### src/sv/tlg_pkg.sv
//------------------------------------------------------------------------------
// tlg_pkg
// Shared types and constants of the toroidal Life grid engine.
//------------------------------------------------------------------------------
`default_nettype none

package tlg_pkg;

   localparam int GRID_WIDTH  = 32;
   localparam int GRID_HEIGHT = 32;
   localparam int COL_W       = (GRID_WIDTH  > 1) ? $clog2(GRID_WIDTH)  : 1;
   localparam int ROW_W       = (GRID_HEIGHT > 1) ? $clog2(GRID_HEIGHT) : 1;
   localparam int ACC_W       = $clog2(GRID_WIDTH * GRID_HEIGHT + 1);
   localparam int ROWCNT_W    = $clog2(GRID_WIDTH + 1);
   localparam int POS_W       = 5;
   localparam int POSX_W      = 9;
   localparam int BIRTH_W     = 4;
   localparam int POP_W       = 11;
   localparam int POP_MAX     = 2047;
   localparam int BIRTH_RESET = 3;

   typedef enum logic [1:0] {
      OP_WRITE = 2'd0,
      OP_READ  = 2'd1,
      OP_STEP  = 2'd2,
      OP_NOP   = 2'd3
   } op_type;

   typedef enum logic [1:0] {
      ST_IDLE,
      ST_APPLY,
      ST_COUNT,
      ST_DONE
   } state_type;

   typedef struct packed {
      logic capture;
      logic apply;
      logic count_clear;
      logic count_row;
      logic load_rsp;
   } cmd_type;

   typedef struct packed {
      logic row_last;
      logic rsp_busy;
   } status_type;

endpackage

`default_nettype wire

### src/sv/tlg_ctrl.sv
//------------------------------------------------------------------------------
// tlg_ctrl
// Sequencer: accepts a request, applies it, counts the grid row by row and
// hands the result to the response register.
//------------------------------------------------------------------------------
`default_nettype none

module tlg_ctrl import tlg_pkg::*; (
   input  wire        clock,
   input  wire        reset,
   input  wire        req_valid,
   output logic       req_ready,
   input  status_type status,
   output cmd_type    cmd
);

   state_type state_ff;
   state_type state_in;

   always_ff @(posedge clock) begin
      if (reset) begin
         state_ff <= ST_IDLE;
      end else begin
         state_ff <= state_in;
      end
   end

   always_comb begin
      state_in  = state_ff;
      cmd       = '0;
      req_ready = 1'b0;
      unique case (state_ff)
         ST_IDLE: begin
            req_ready   = 1'b1;
            cmd.capture = req_valid;
            if (req_valid) begin
               state_in = ST_APPLY;
            end
         end
         ST_APPLY: begin
            cmd.apply       = 1'b1;
            cmd.count_clear = 1'b1;
            state_in        = ST_COUNT;
         end
         ST_COUNT: begin
            cmd.count_row = 1'b1;
            if (status.row_last) begin
               state_in = ST_DONE;
            end
         end
         ST_DONE: begin
            if (!status.rsp_busy) begin
               cmd.load_rsp = 1'b1;
               state_in     = ST_IDLE;
            end
         end
         default: state_in = ST_IDLE;
      endcase
   end

   a_accept_apply: assert property (@(posedge clock) disable iff (reset)
      (req_valid && req_ready) |=> state_ff == ST_APPLY)
      else $error("accepted beat did not start apply");
   a_apply_count: assert property (@(posedge clock) disable iff (reset)
      state_ff == ST_APPLY |=> state_ff == ST_COUNT)
      else $error("apply not followed by count");
   a_count_done: assert property (@(posedge clock) disable iff (reset)
      (state_ff == ST_COUNT && status.row_last) |=> state_ff == ST_DONE)
      else $error("count did not finish");

endmodule

`default_nettype wire

### config.mk
export PLATFORM = sky130hd
export DESIGN_NAME = tlg_ctrl
export DESIGN_NICKNAME = d
export VERILOG_FILES = /design/src/sv/tlg_pkg.sv /design/src/sv/tlg_ctrl.sv
export SDC_FILE = /design/constraint.sdc
export NUM_CORES = 1
export LEC_CHECK = 0
export ABC_AREA = 1
export BUFFER_PORTS_ARGS = -buffer_cell sky130_fd_sc_hd__buf_2
export CAP_MARGIN = 10
export CORE_AREA = 10 10 47 49
export CTS_CLUSTER_DIAMETER = 50
export DETAILED_ROUTE_END_ITERATION = 16
export DIE_AREA = 0 0 57 59
export REMOVE_ABC_BUFFERS = 1
export SLEW_MARGIN = 15
export SYNTH_ARGS = -nofsm -noshare
export SYNTH_HDL_FRONTEND = slang
export SYNTH_SLANG_ARGS = --single-unit
export TNS_END_PERCENT = 10
### constraint.sdc
create_clock -name clock -period 1.7 [get_ports clock]
set_clock_uncertainty 0.2 [all_clocks]
set_input_delay 0 -clock clock [delete_from_list [all_inputs] [get_ports clock]]
set_output_delay 0 -clock clock [all_outputs]
set_load 0.1 [all_outputs]
==> impl_summary.log, run 1 <==
[metrics] result of the run: complete, no violations
[metrics] buffer levels on the longest clock path: 2
[metrics] DRC violation total after the first TritonRoute iteration: 9
[metrics] transition time at the pin with the least slew margin: roughly 0.49 ns
[metrics] number of maximum-capacitance constraint violations: 0
[metrics] met2 demand-to-capacity share in global routing: 3.10%
[metrics] Reg area: about 40 µm²
[metrics] share of synthesized area occupied by flip-flops and latches: a little over a fifth
[metrics] row count: 14
[metrics] path depth of the worst reg2reg path: 5
[metrics] Synth Warn #: 0
[metrics] horizontal die dimension: between 50 and 60 µm
[metrics] startpoint of the lowest-slack register-to-register path: state_ff[0]$_SDFFE_PP0P_
[metrics] gate count after technology mapping: 29
[metrics] I/O Buffers: 10
[metrics] Synth area leaders: ha_1 26%, dfxtp_1 21%, nand2_1 16%
[metrics] via total after detailed routing: ~200
[metrics] Placed Cells incl. Taps: 54
[metrics] Total Wirelength: approximately 450 µm
[metrics] worst hold slack: ~0.016 ns
[metrics] DRT Pass-1 Iters: 4
[metrics] TritonCTS clock tree: built
[metrics] clock tree sinks: 2
[metrics] library cell occupying the most area in the post-synthesis netlist: ha_1
[metrics] Max Freq: between 600 and 700 MHz
[metrics] share of the core filled with cells in the final layout: 21.0%
[metrics] largest driver fanout on the critical path: 4
[metrics] setup violation total in the final timing report: 0
[metrics] Vias/cell: roughly 3.3
[metrics] die area: about 3400 µm²
[metrics] IO Pins: 11
[metrics] initial antenna violation count: 0
[metrics] unrepaired setup endpoints after global routing: no
[metrics] fraction of final layout cells with drive strength greater than 1: approximately a third
[metrics] Layout Nets: 54
[metrics] clock latency reported for the late side of the worst-skew pair: 0.22 ns
[metrics] commonest non-fill, non-tap cells in the layout: 10 x buf_2, 8 x nand2_1, 7 x inv_1
[metrics] Die H: 59 µm
[metrics] aggregate global routing overflow: 0
[metrics] type of the tightest min-delay check: in2reg
[metrics] top-area cell type share of the netlist area: a little over a quarter
[metrics] residual antenna-violating net count after detailed routing: 0
[metrics] initial core utilization: 13.5%
[metrics] CTS resizes: 0
[metrics] crit path DAT: between 1 and 1.5 ns
[metrics] post-synthesis register bit count: 2
[metrics] post-route minimum period: between 1.5 and 2 ns
[metrics] synth unique cells: 8
[metrics] peak-usage layer in the global routing report: met4
[metrics] HPWL Detailed: approximately 370 µm
[metrics] Filler cells: roughly 160
[metrics] Root Buffer Master: clkbuf_4
[metrics] number of stages on the worst hold path: 6
[metrics] Largest register FFs: 2
[metrics] hold path start: status[1]
[metrics] Num CTS Buffers: 3
[metrics] CTS HTree Levels: 1
[metrics] post-CTS setup-driven buffer insertion count: 0
[metrics] global router's overall resource usage: approximately 3.2%
[metrics] GR Util met3: approximately 3.9%
[metrics] final estimated routing congestion in global placement: 0.668
[metrics] number of global-route vias before repair: between 150 and 200
[metrics] Multi-input gate area: around 120 µm²
[metrics] Req. time, crit path: around 1.5 ns
[metrics] area growth from synthesis to final layout: 55.6%
[metrics] count of final max-slew check failures: 0
[metrics] DRC violation count after routing: 0
[metrics] netlist area before placement: between 150 and 200 µm²
[metrics] element type at the critical path end: output pin
[metrics] number of hold violations in the final report: 0
[metrics] met1 capacity usage during global routing: about 2.7%
[metrics] largest net degree at the start of global routing: 5
[metrics] global-route wire length before repair: between 700 and 800 µm
[metrics] CORE AREA: around 1400 µm²
[metrics] worst slew slack as a fraction of its limit: 67.7%
[metrics] count of antenna diodes in the layout: 0
[metrics] most flop-heavy register: state_ff
[metrics] mean instance size in the synthesized netlist: roughly 6.5 µm²
[metrics] commonest non-fill, non-tap cell in the layout: buf_2
[metrics] worst setup path startpoint: state_ff[0]$_SDFFE_PP0P_
[metrics] kind of start point of the critical path: register
[metrics] Post-CTS Hold Fix Bufs: 2
[metrics] share of the clock period used by the worst path: between 90% and 100%
[metrics] kind of critical path: reg2out
[metrics] WL per Instance: 7.59 µm
[metrics] clock-pin slew of the registers on the worst-case setup and hold paths: 0.03 ns
[metrics] registers with the highest flip-flop counts: state_ff: 2 flops
[metrics] non-filler cells in the finished layout: between 50 and 60
==> critical path, stage by stage (launching register included) <==
cell and delay [ns]:
dfxtp_1 0.31, inv_1 0.10, ha_1 0.21, nand2_1 0.06
inv_1 0.04, buf_2 0.41
==> cell usage after synthesis <==
library cell and number:
buf_4 1, inv_1 7, ha_1 4, dfxtp_1 2, nand3_2 1, nor2_1 5
nand2_1 8, or2_0 1
==> path summary, 6_finish.rpt <==
check	to	slack, ns
hold reg to reg	state_ff[1]$_SDFFE_PP0P_	0.40
setup / recovery	cmd[4]	0.14
setup reg to reg	state_ff[0]$_SDFFE_PP0P_	0.34
hold / removal	state_ff[0]$_SDFFE_PP0P_	0.02
==> layout make-up <==
| cell class | count | share of cell area (%) |
|---|---|---|
| clock buffer | 3 | 7.66 |
| tap | 16 | 6.81 |
| timing repair buffer | 12 | 23.8 |
| sequential | 2 | 13.6 |
| inverter | 7 | 8.94 |
| multi-input combinational | 19 | 39.1 |
==> layer usage <==
metal,up-vias,part of all wire [%]
met3,0,22
met2,13,35
met1,72,43
met5,-,0
li1,110,-
met4,0,0
==> kinds of logic (layout without fill, tap and decap cells) <==
logic type	count (synthesis)	after routing	share of synthesized area [%]
buf+inv	8	22	17.9
fa+ha+maj	4	4	26.5
simple gates	15	15	34.4
flops	2	2	21.2
==> metrics by stage <==
| stage | cell area, µm² | setup TNS (ns) | worst slack (ns) |
|---|---|---|---|
| after floorplan | 181 | -1.88 | -0.451 |
| after global placement | 251 | 0 | 0.357 |
| after detailed placement | 251 | 0 | 0.352 |
| after CTS | 294 | 0 | 0.119 |
| after global routing | 294 | 0 | 0.0382 |
| final | 294 | 0 | 0.143 |
Power of run 1 is not shown: default switching activity piles up to over one toggle a cycle in this logic, so the estimate is an artifact.
==> run 2: changes to the inputs <==
--- a/config.mk
+++ b/config.mk
@@ -8,9 +8,10 @@
 export ABC_AREA = 1
 export BUFFER_PORTS_ARGS = -buffer_cell sky130_fd_sc_hd__buf_2
-export CAP_MARGIN = 10
+export CAP_MARGIN = 5
 export CORE_AREA = 10 10 47 49
 export CTS_CLUSTER_DIAMETER = 50
 export DETAILED_ROUTE_END_ITERATION = 16
 export DIE_AREA = 0 0 57 59
+export PLACE_DENSITY = 0.38
 export REMOVE_ABC_BUFFERS = 1
 export SLEW_MARGIN = 15
--- a/constraint.sdc
+++ b/constraint.sdc
@@ -3,3 +3,3 @@
 set_input_delay 0 -clock clock [delete_from_list [all_inputs] [get_ports clock]]
 set_output_delay 0 -clock clock [all_outputs]
-set_load 0.1 [all_outputs]
+set_load 0.005 [all_outputs]
==> impl_summary.log, run 2 (same netlist as run 1, synthesis figures left out) <==
[metrics] result of the run: complete, no violations
[metrics] most flop-heavy register: state_ff
[metrics] registers with the highest flip-flop counts: state_ff: 2 flops
[metrics] number of global-route vias before repair: between 150 and 200
[metrics] Static Leakage: roughly 0.18 nW
[metrics] non-filler cells in the finished layout: 59
[metrics] worst-case hold path end point: state_ff[1]$_SDFFE_PP0P_
[metrics] unrepaired setup endpoints after global routing: no
[metrics] residual antenna-violating net count after detailed routing: 0
[metrics] CTS HTree Levels: 1
[metrics] initial core utilization: between 10% and 20%
[metrics] horizontal die dimension: 57 µm
[metrics] hold path start: status[1]
[metrics] capturing point of the worst reg2reg path: state_ff[0]$_SDFFE_PP0P_
[metrics] setup violation total in the final timing report: 0
[metrics] WL per Instance: between 7 and 8 µm
[metrics] count of antenna diodes in the layout: 0
[metrics] Setup TNS Final: 0 ns
[metrics] Max Freq: about 740 MHz
[metrics] clock tree sinks: 2
[metrics] Placed Cells incl. Taps: between 50 and 60
[metrics] transition time at the pin with the least slew margin: 0.125 ns
[metrics] Root Buffer Master: clkbuf_4
[metrics] IO Pins: 11
[metrics] number of stages on the worst hold path: 6
[metrics] worst slew slack as a fraction of its limit: roughly nine tenths
[metrics] type of the tightest min-delay check: in2reg
[metrics] global-route wire length before repair: around 790 µm
[metrics] kind of start point of the critical path: register
[metrics] HPWL Detailed: 374 µm
[metrics] global router's overall resource usage: 3.20%
[metrics] kind of critical path: reg2reg
[metrics] worst hold slack: 0.0139 ns
[metrics] most frequent CP cell: nor2_1
[metrics] Filler cells: 168
[metrics] TritonCTS clock tree: built
[metrics] number of maximum-capacitance constraint violations: 0
[metrics] power per cell area: 1580 nW/µm²
[metrics] DRC violation count after routing: 0
[metrics] Die H: 59 µm
[metrics] final estimated routing congestion in global placement: 0.667
[metrics] buffer levels on the longest clock path: 2
[metrics] Req. time, crit path: approximately 1.6 ns
[metrics] post-route minimum period: roughly 1.4 ns
[metrics] commonest non-fill, non-tap cells in the layout: 10 x buf_2, 8 x nand2_1, 7 x inv_1
[metrics] Num CTS Buffers: 3
[metrics] CORE AREA: ~1400 µm²
[metrics] fraction of final layout cells with drive strength greater than 1: around a third
[metrics] area growth from synthesis to final layout: 55.6%
[metrics] Critical Path, Cell by Cell: inv_1 -> ha_1 -> or2_0 -> nor2_1 -> nor2_1
[metrics] count of final max-slew check failures: 0
[metrics] Layout Nets: between 50 and 60
[metrics] DRT Pass-1 Iters: 2
[metrics] crit path DAT: around 1.3 ns
[metrics] clock latency reported for the late side of the worst-skew pair: ~0.22 ns
[metrics] Final Total Pwr: ~0.47 mW
[metrics] number of hold violations in the final report: 0
[metrics] dominant delay contributor by cell family on the critical path: simple AND/OR/NAND/NOR gates
[metrics] largest driver fanout on the critical path: 4
[metrics] Reg area: roughly 40 µm²
[metrics] DRC violation total after the first TritonRoute iteration: 1
[metrics] aggregate global routing overflow: 0
[metrics] slowest library cell on the worst path: dfxtp_1
[metrics] I/O Buffers: 10
[metrics] largest net degree at the start of global routing: 5
[metrics] via total after detailed routing: roughly 190
[metrics] commonest non-fill, non-tap cell in the layout: buf_2
[metrics] die area: roughly 3400 µm²
[metrics] Multi-input gate area: between 100 and 150 µm²
[metrics] Vias/cell: between 3 and 4
[metrics] Total Wirelength: about 450 µm
[metrics] Worst path max stage delay: 0.34 ns
[metrics] startpoint of the lowest-slack register-to-register path: state_ff[0]$_SDFFE_PP0P_
[metrics] CTS resizes: 0
[metrics] initial antenna violation count: 0
[metrics] Largest register FFs: 2
[metrics] share of the clock period used by the worst path: between 70% and 80%
[metrics] element type at the critical path end: register
[metrics] row count: 14
[metrics] clock-pin slew of the registers on the worst-case setup and hold paths: approximately 0.030 ns
[metrics] path depth of the worst reg2reg path: 5
[metrics] Critical path buffers and inverters: 1
[metrics] maximum vdd ir drop: between 0.0004 and 0.0005 V
[metrics] Reg2Reg Setup Slack: roughly 0.35 ns
-- run 2: cell counts in the layout (fill, tap and decap cells not counted) --
No cell type changed its count.
-- run 2: timing repair --
action	CTS	global route
hold buffers	2	0
buffers inserted	0	0
hold endpoints to repair	2	0
-- run 2: how the worst max path moves through the flow --
stage | slack, ns | start | depth (start not counted) | to
global route | 0.26 | state_ff[1]$_SDFFE_PP0P_ | 7 | state_ff[1]$_SDFFE_PP0P_
finish | 0.35 | state_ff[0]$_SDFFE_PP0P_ | 5 | state_ff[0]$_SDFFE_PP0P_
CTS | 0.34 | state_ff[0]$_SDFFE_PP0P_ | 5 | state_ff[0]$_SDFFE_PP0P_
global placement | 0.35 | state_ff[1]$_SDFFE_PP0P_ | 5 | state_ff[0]$_SDFFE_PP0P_
detailed placement | 0.35 | state_ff[0]$_SDFFE_PP0P_ | 5 | state_ff[0]$_SDFFE_PP0P_
floorplan | 0.40 | state_ff[0]$_SDFFE_PP0P_ | 5 | state_ff[0]$_SDFFE_PP0P_
-- run 2: worst register-to-register path, cell delays in order (launching register included) --
cell     delay (ns)
dfxtp_1        0.34
inv_1          0.08
ha_1           0.24
or2_0          0.23
nor2_1         0.10
nor2_1         0.05
-- run 2: layout make-up --
cell class / count / area share (%)
Multi-Input combinational cell: 19 / 39.1
Timing Repair Buffer: 12 / 23.8
Sequential cell: 2 / 13.6
Inverter: 7 / 8.94
Clock buffer: 3 / 7.66
Tap cell: 16 / 6.81
-- run 2: metrics by stage --
step / utilization (%) / instance area (µm²) / setup WS (ns)
3_3_place_gp: 17.9 / 251 / 0.354
5_1_grt: 21.0 / 294 / 0.257
2_1_floorplan: - / 181 / 0.402
6_report: 21.0 / 294 / 0.347
4_1_cts: 21.0 / 294 / 0.343
3_5_place_dp: 17.9 / 251 / 0.351
-- run 2: layer usage --
metal	share of wire [%]	wire, µm	up-vias	GRT usage [%]
met3	12	52	0	3.65
met4	0	0	0	2.01
met5	0	0	-	0
li1	-	-	109	-
met1	53	240	73	3.22
met2	35	156	10	3.72
-- run 2: power by group --
part,internal [mW],switching [mW],leakage [nW]
combinational,0.124,0.148,0.152
sequential,0.0720,0.0180,0.0167
clock,0.0778,0.0265,0.0138
Power figures use the tool's default switching activity.
==> run 3: changes to the inputs <==
- clock period: 1.7 -> 1.31 ns (I/O delays scaled with it)
==> impl_summary.log, run 3 (same netlist as run 1, synthesis figures left out) <==
[metrics] result of the run: complete, no violations
[metrics] kind of start point of the critical path: register
[metrics] Filler cells: roughly 170
[metrics] share of power burned in combinational logic: between 60 and 70%
[metrics] worst hold slack: around 0.066 ns
[metrics] number of global-route vias before repair: 218
[metrics] WL per Instance: 8.37 µm
[metrics] Largest register FFs: 2
[metrics] switch share: 39.5%
[metrics] Vias/cell: 3.29
[metrics] commonest non-fill, non-tap cells in the layout: 10 x buf_2, 6 x nand2_1, 5 x inv_1
[metrics] CTS HTree Levels: 1
[metrics] share of the clock period used by the worst path: between 90% and 100%
[metrics] Root Buffer Master: clkbuf_4
[metrics] largest driver fanout on the critical path: 3
[metrics] largest net degree at the start of global routing: 5
[metrics] global-route wire length before repair: around 830 µm
[metrics] slowest library cell on the worst path: dfxtp_2
[metrics] Num CTS Buffers: 3
[metrics] power spent charging and discharging nets: ~0.32 mW
[metrics] buffer levels on the longest clock path: 2
[metrics] Static Leakage: 0.201 nW
[metrics] total placed instance area: 274 µm²
[metrics] Placed Cells incl. Taps: 57
[metrics] count of antenna diodes in the layout: 0
[metrics] fraction of final layout cells with drive strength greater than 1: a little under three fifths
[metrics] fraction of power consumed by sequential logic: 15.7%
[metrics] HPWL Detailed: roughly 390 µm
[metrics] initial core utilization: a little over an eighth
[metrics] I/O Buffers: 10
[metrics] part of the total power dissipated in the clock network: between 10% and 20%
[metrics] residual antenna-violating net count after detailed routing: 0
[metrics] most flop-heavy register: state_ff
[metrics] Worst path max stage delay: roughly 0.34 ns
[metrics] area growth from synthesis to final layout: 93.4%
[metrics] IO Pins: 11
[metrics] Max Freq: ~790 MHz
[metrics] global router's overall resource usage: under 10%
[metrics] registers with the highest flip-flop counts: state_ff: 2 flops
[metrics] number of maximum-capacitance constraint violations: 0
[metrics] post-route minimum period: between 1 and 1.5 ns
[metrics] power per cell area: about 2200 nW/µm²
[metrics] unrepaired setup endpoints after global routing: yes
[metrics] worst slew slack as a fraction of its limit: between 90% and 100%
[metrics] number of hold violations in the final report: 0
[metrics] crit path DAT: roughly 1.1 ns
[metrics] final estimated routing congestion in global placement: between 0.6 and 0.7
[metrics] setup violation total in the final timing report: 0
[metrics] element type at the critical path end: output pin
[metrics] Critical Path, Cell by Cell: inv_2 -> ha_4 -> buf_6 -> nand2_2 -> inv_1 -> buf_2
[metrics] horizontal die dimension: between 50 and 60 µm
[metrics] DRT Pass-1 Iters: 1
[metrics] Multi-input gate area: between 100 and 150 µm²
[metrics] transition time at the pin with the least slew margin: about 0.11 ns
[metrics] CORE AREA: 1400 µm²
[metrics] initial antenna violation count: 0
[metrics] Die H: around 59 µm
[metrics] DRC violation count after routing: 0
[metrics] Layout Nets: 58
[metrics] Reg2Reg Setup Slack: between 0.04 and 0.05 ns
[metrics] maximum vdd ir drop: just over 0.0007 V
[metrics] clock-pin slew of the registers on the worst-case setup and hold paths: ~0.030 ns
[metrics] via total after detailed routing: 207
[metrics] kind of critical path: reg2out
[metrics] Worst Setup Slack post-DPL: between 0.003 and 0.004 ns
[metrics] TritonCTS clock tree: built
[metrics] type of the tightest min-delay check: in2out
[metrics] DRC violation total after the first TritonRoute iteration: 0
[metrics] clock latency reported for the late side of the worst-skew pair: 0.22 ns
[metrics] clock tree sinks: 2
[metrics] row count: 14
[metrics] die area: between 3000 and 4000 µm²
[metrics] Final Cell Area: between 300 and 400 µm²
[metrics] Final Total Pwr: approximately 0.8 mW
[metrics] cell internal pwr: about 0.48 mW
[metrics] non-filler cells in the finished layout: 63
[metrics] Total Wirelength: 527 µm
[metrics] setup slack after layout: 0.0495 ns
[metrics] Reg area: ~43 µm²
[metrics] aggregate global routing overflow: 0
[metrics] Req. time, crit path: ~1.1 ns
[metrics] count of final max-slew check failures: 0
[metrics] commonest non-fill, non-tap cell in the layout: buf_2
[run 3: final cells by class]
type | instances | area share, %
Clock buffer | 3 | 6.16
Inverter | 7 | 7.19
Multi-Input combinational cell | 19 | 40.4
Sequential cell | 2 | 11.6
Tap cell | 16 | 5.48
Timing Repair Buffer | 16 | 29.1
[run 3: what timing repair did]
action | CTS | global route
setup endpoints to repair | 2 | 4
gates cloned | 0 | 0
pin swaps | 0 | 4
endpoints found under the hold margin | 2 | 0
resized for setup | 5 | 8
setup buffers | 0 | 0
hold buffers | 3 | 0
[run 3: critical path, delay by kind of cell, from the launching register on]
kind	cells	cell delay [ns]
buffers and inverters	4	0.30
adders and majority gates	1	0.16
and+or+nand+nor	1	0.04
DFF	1	0.34
[run 3: path summary, 6_finish.rpt]
kind              cells after the start                        to                     start
setup / recovery                      6                    cmd[4]  state_ff[1]$_SDFFE_PP0P_
setup reg to reg                      5  state_ff[0]$_SDFFE_PP0P_  state_ff[1]$_SDFFE_PP0P_
hold / removal                        4                    cmd[4]                 req_valid
hold reg to reg                       4  state_ff[0]$_SDFFE_PP0P_  state_ff[0]$_SDFFE_PP0P_
[run 3: per-stage QoR]
stage,setup TNS [ns],util (%)
2_1_floorplan,0,-
3_3_place_gp,0,19.6
3_5_place_dp,0,19.6
4_1_cts,0,23.7
5_1_grt,-0.0539,26.1
6_report,0,26.1
[run 3: power groups by stage]
| stage | registers, mW | clock network (mW) | logic [mW] |
|---|---|---|---|
| final | 0.125 | 0.136 | 0.536 |
| after global routing | 0.129 | 0.155 | 0.617 |
| after CTS | 0.124 | 0.145 | 0.449 |
| after detailed placement | 0.112 | 0 | 0.433 |
| after global placement | 0.111 | 0 | 0.442 |
| after floorplan | 0.113 | 0 | 0.234 |
[run 3: metal layers]
metal	track usage [%]	share of wire (%)	up-vias
met5	0	0	-
met4	1.01	0	0
met3	4.08	16	0
met2	4.19	36	8
met1	2.99	48	81
li1	-	-	118
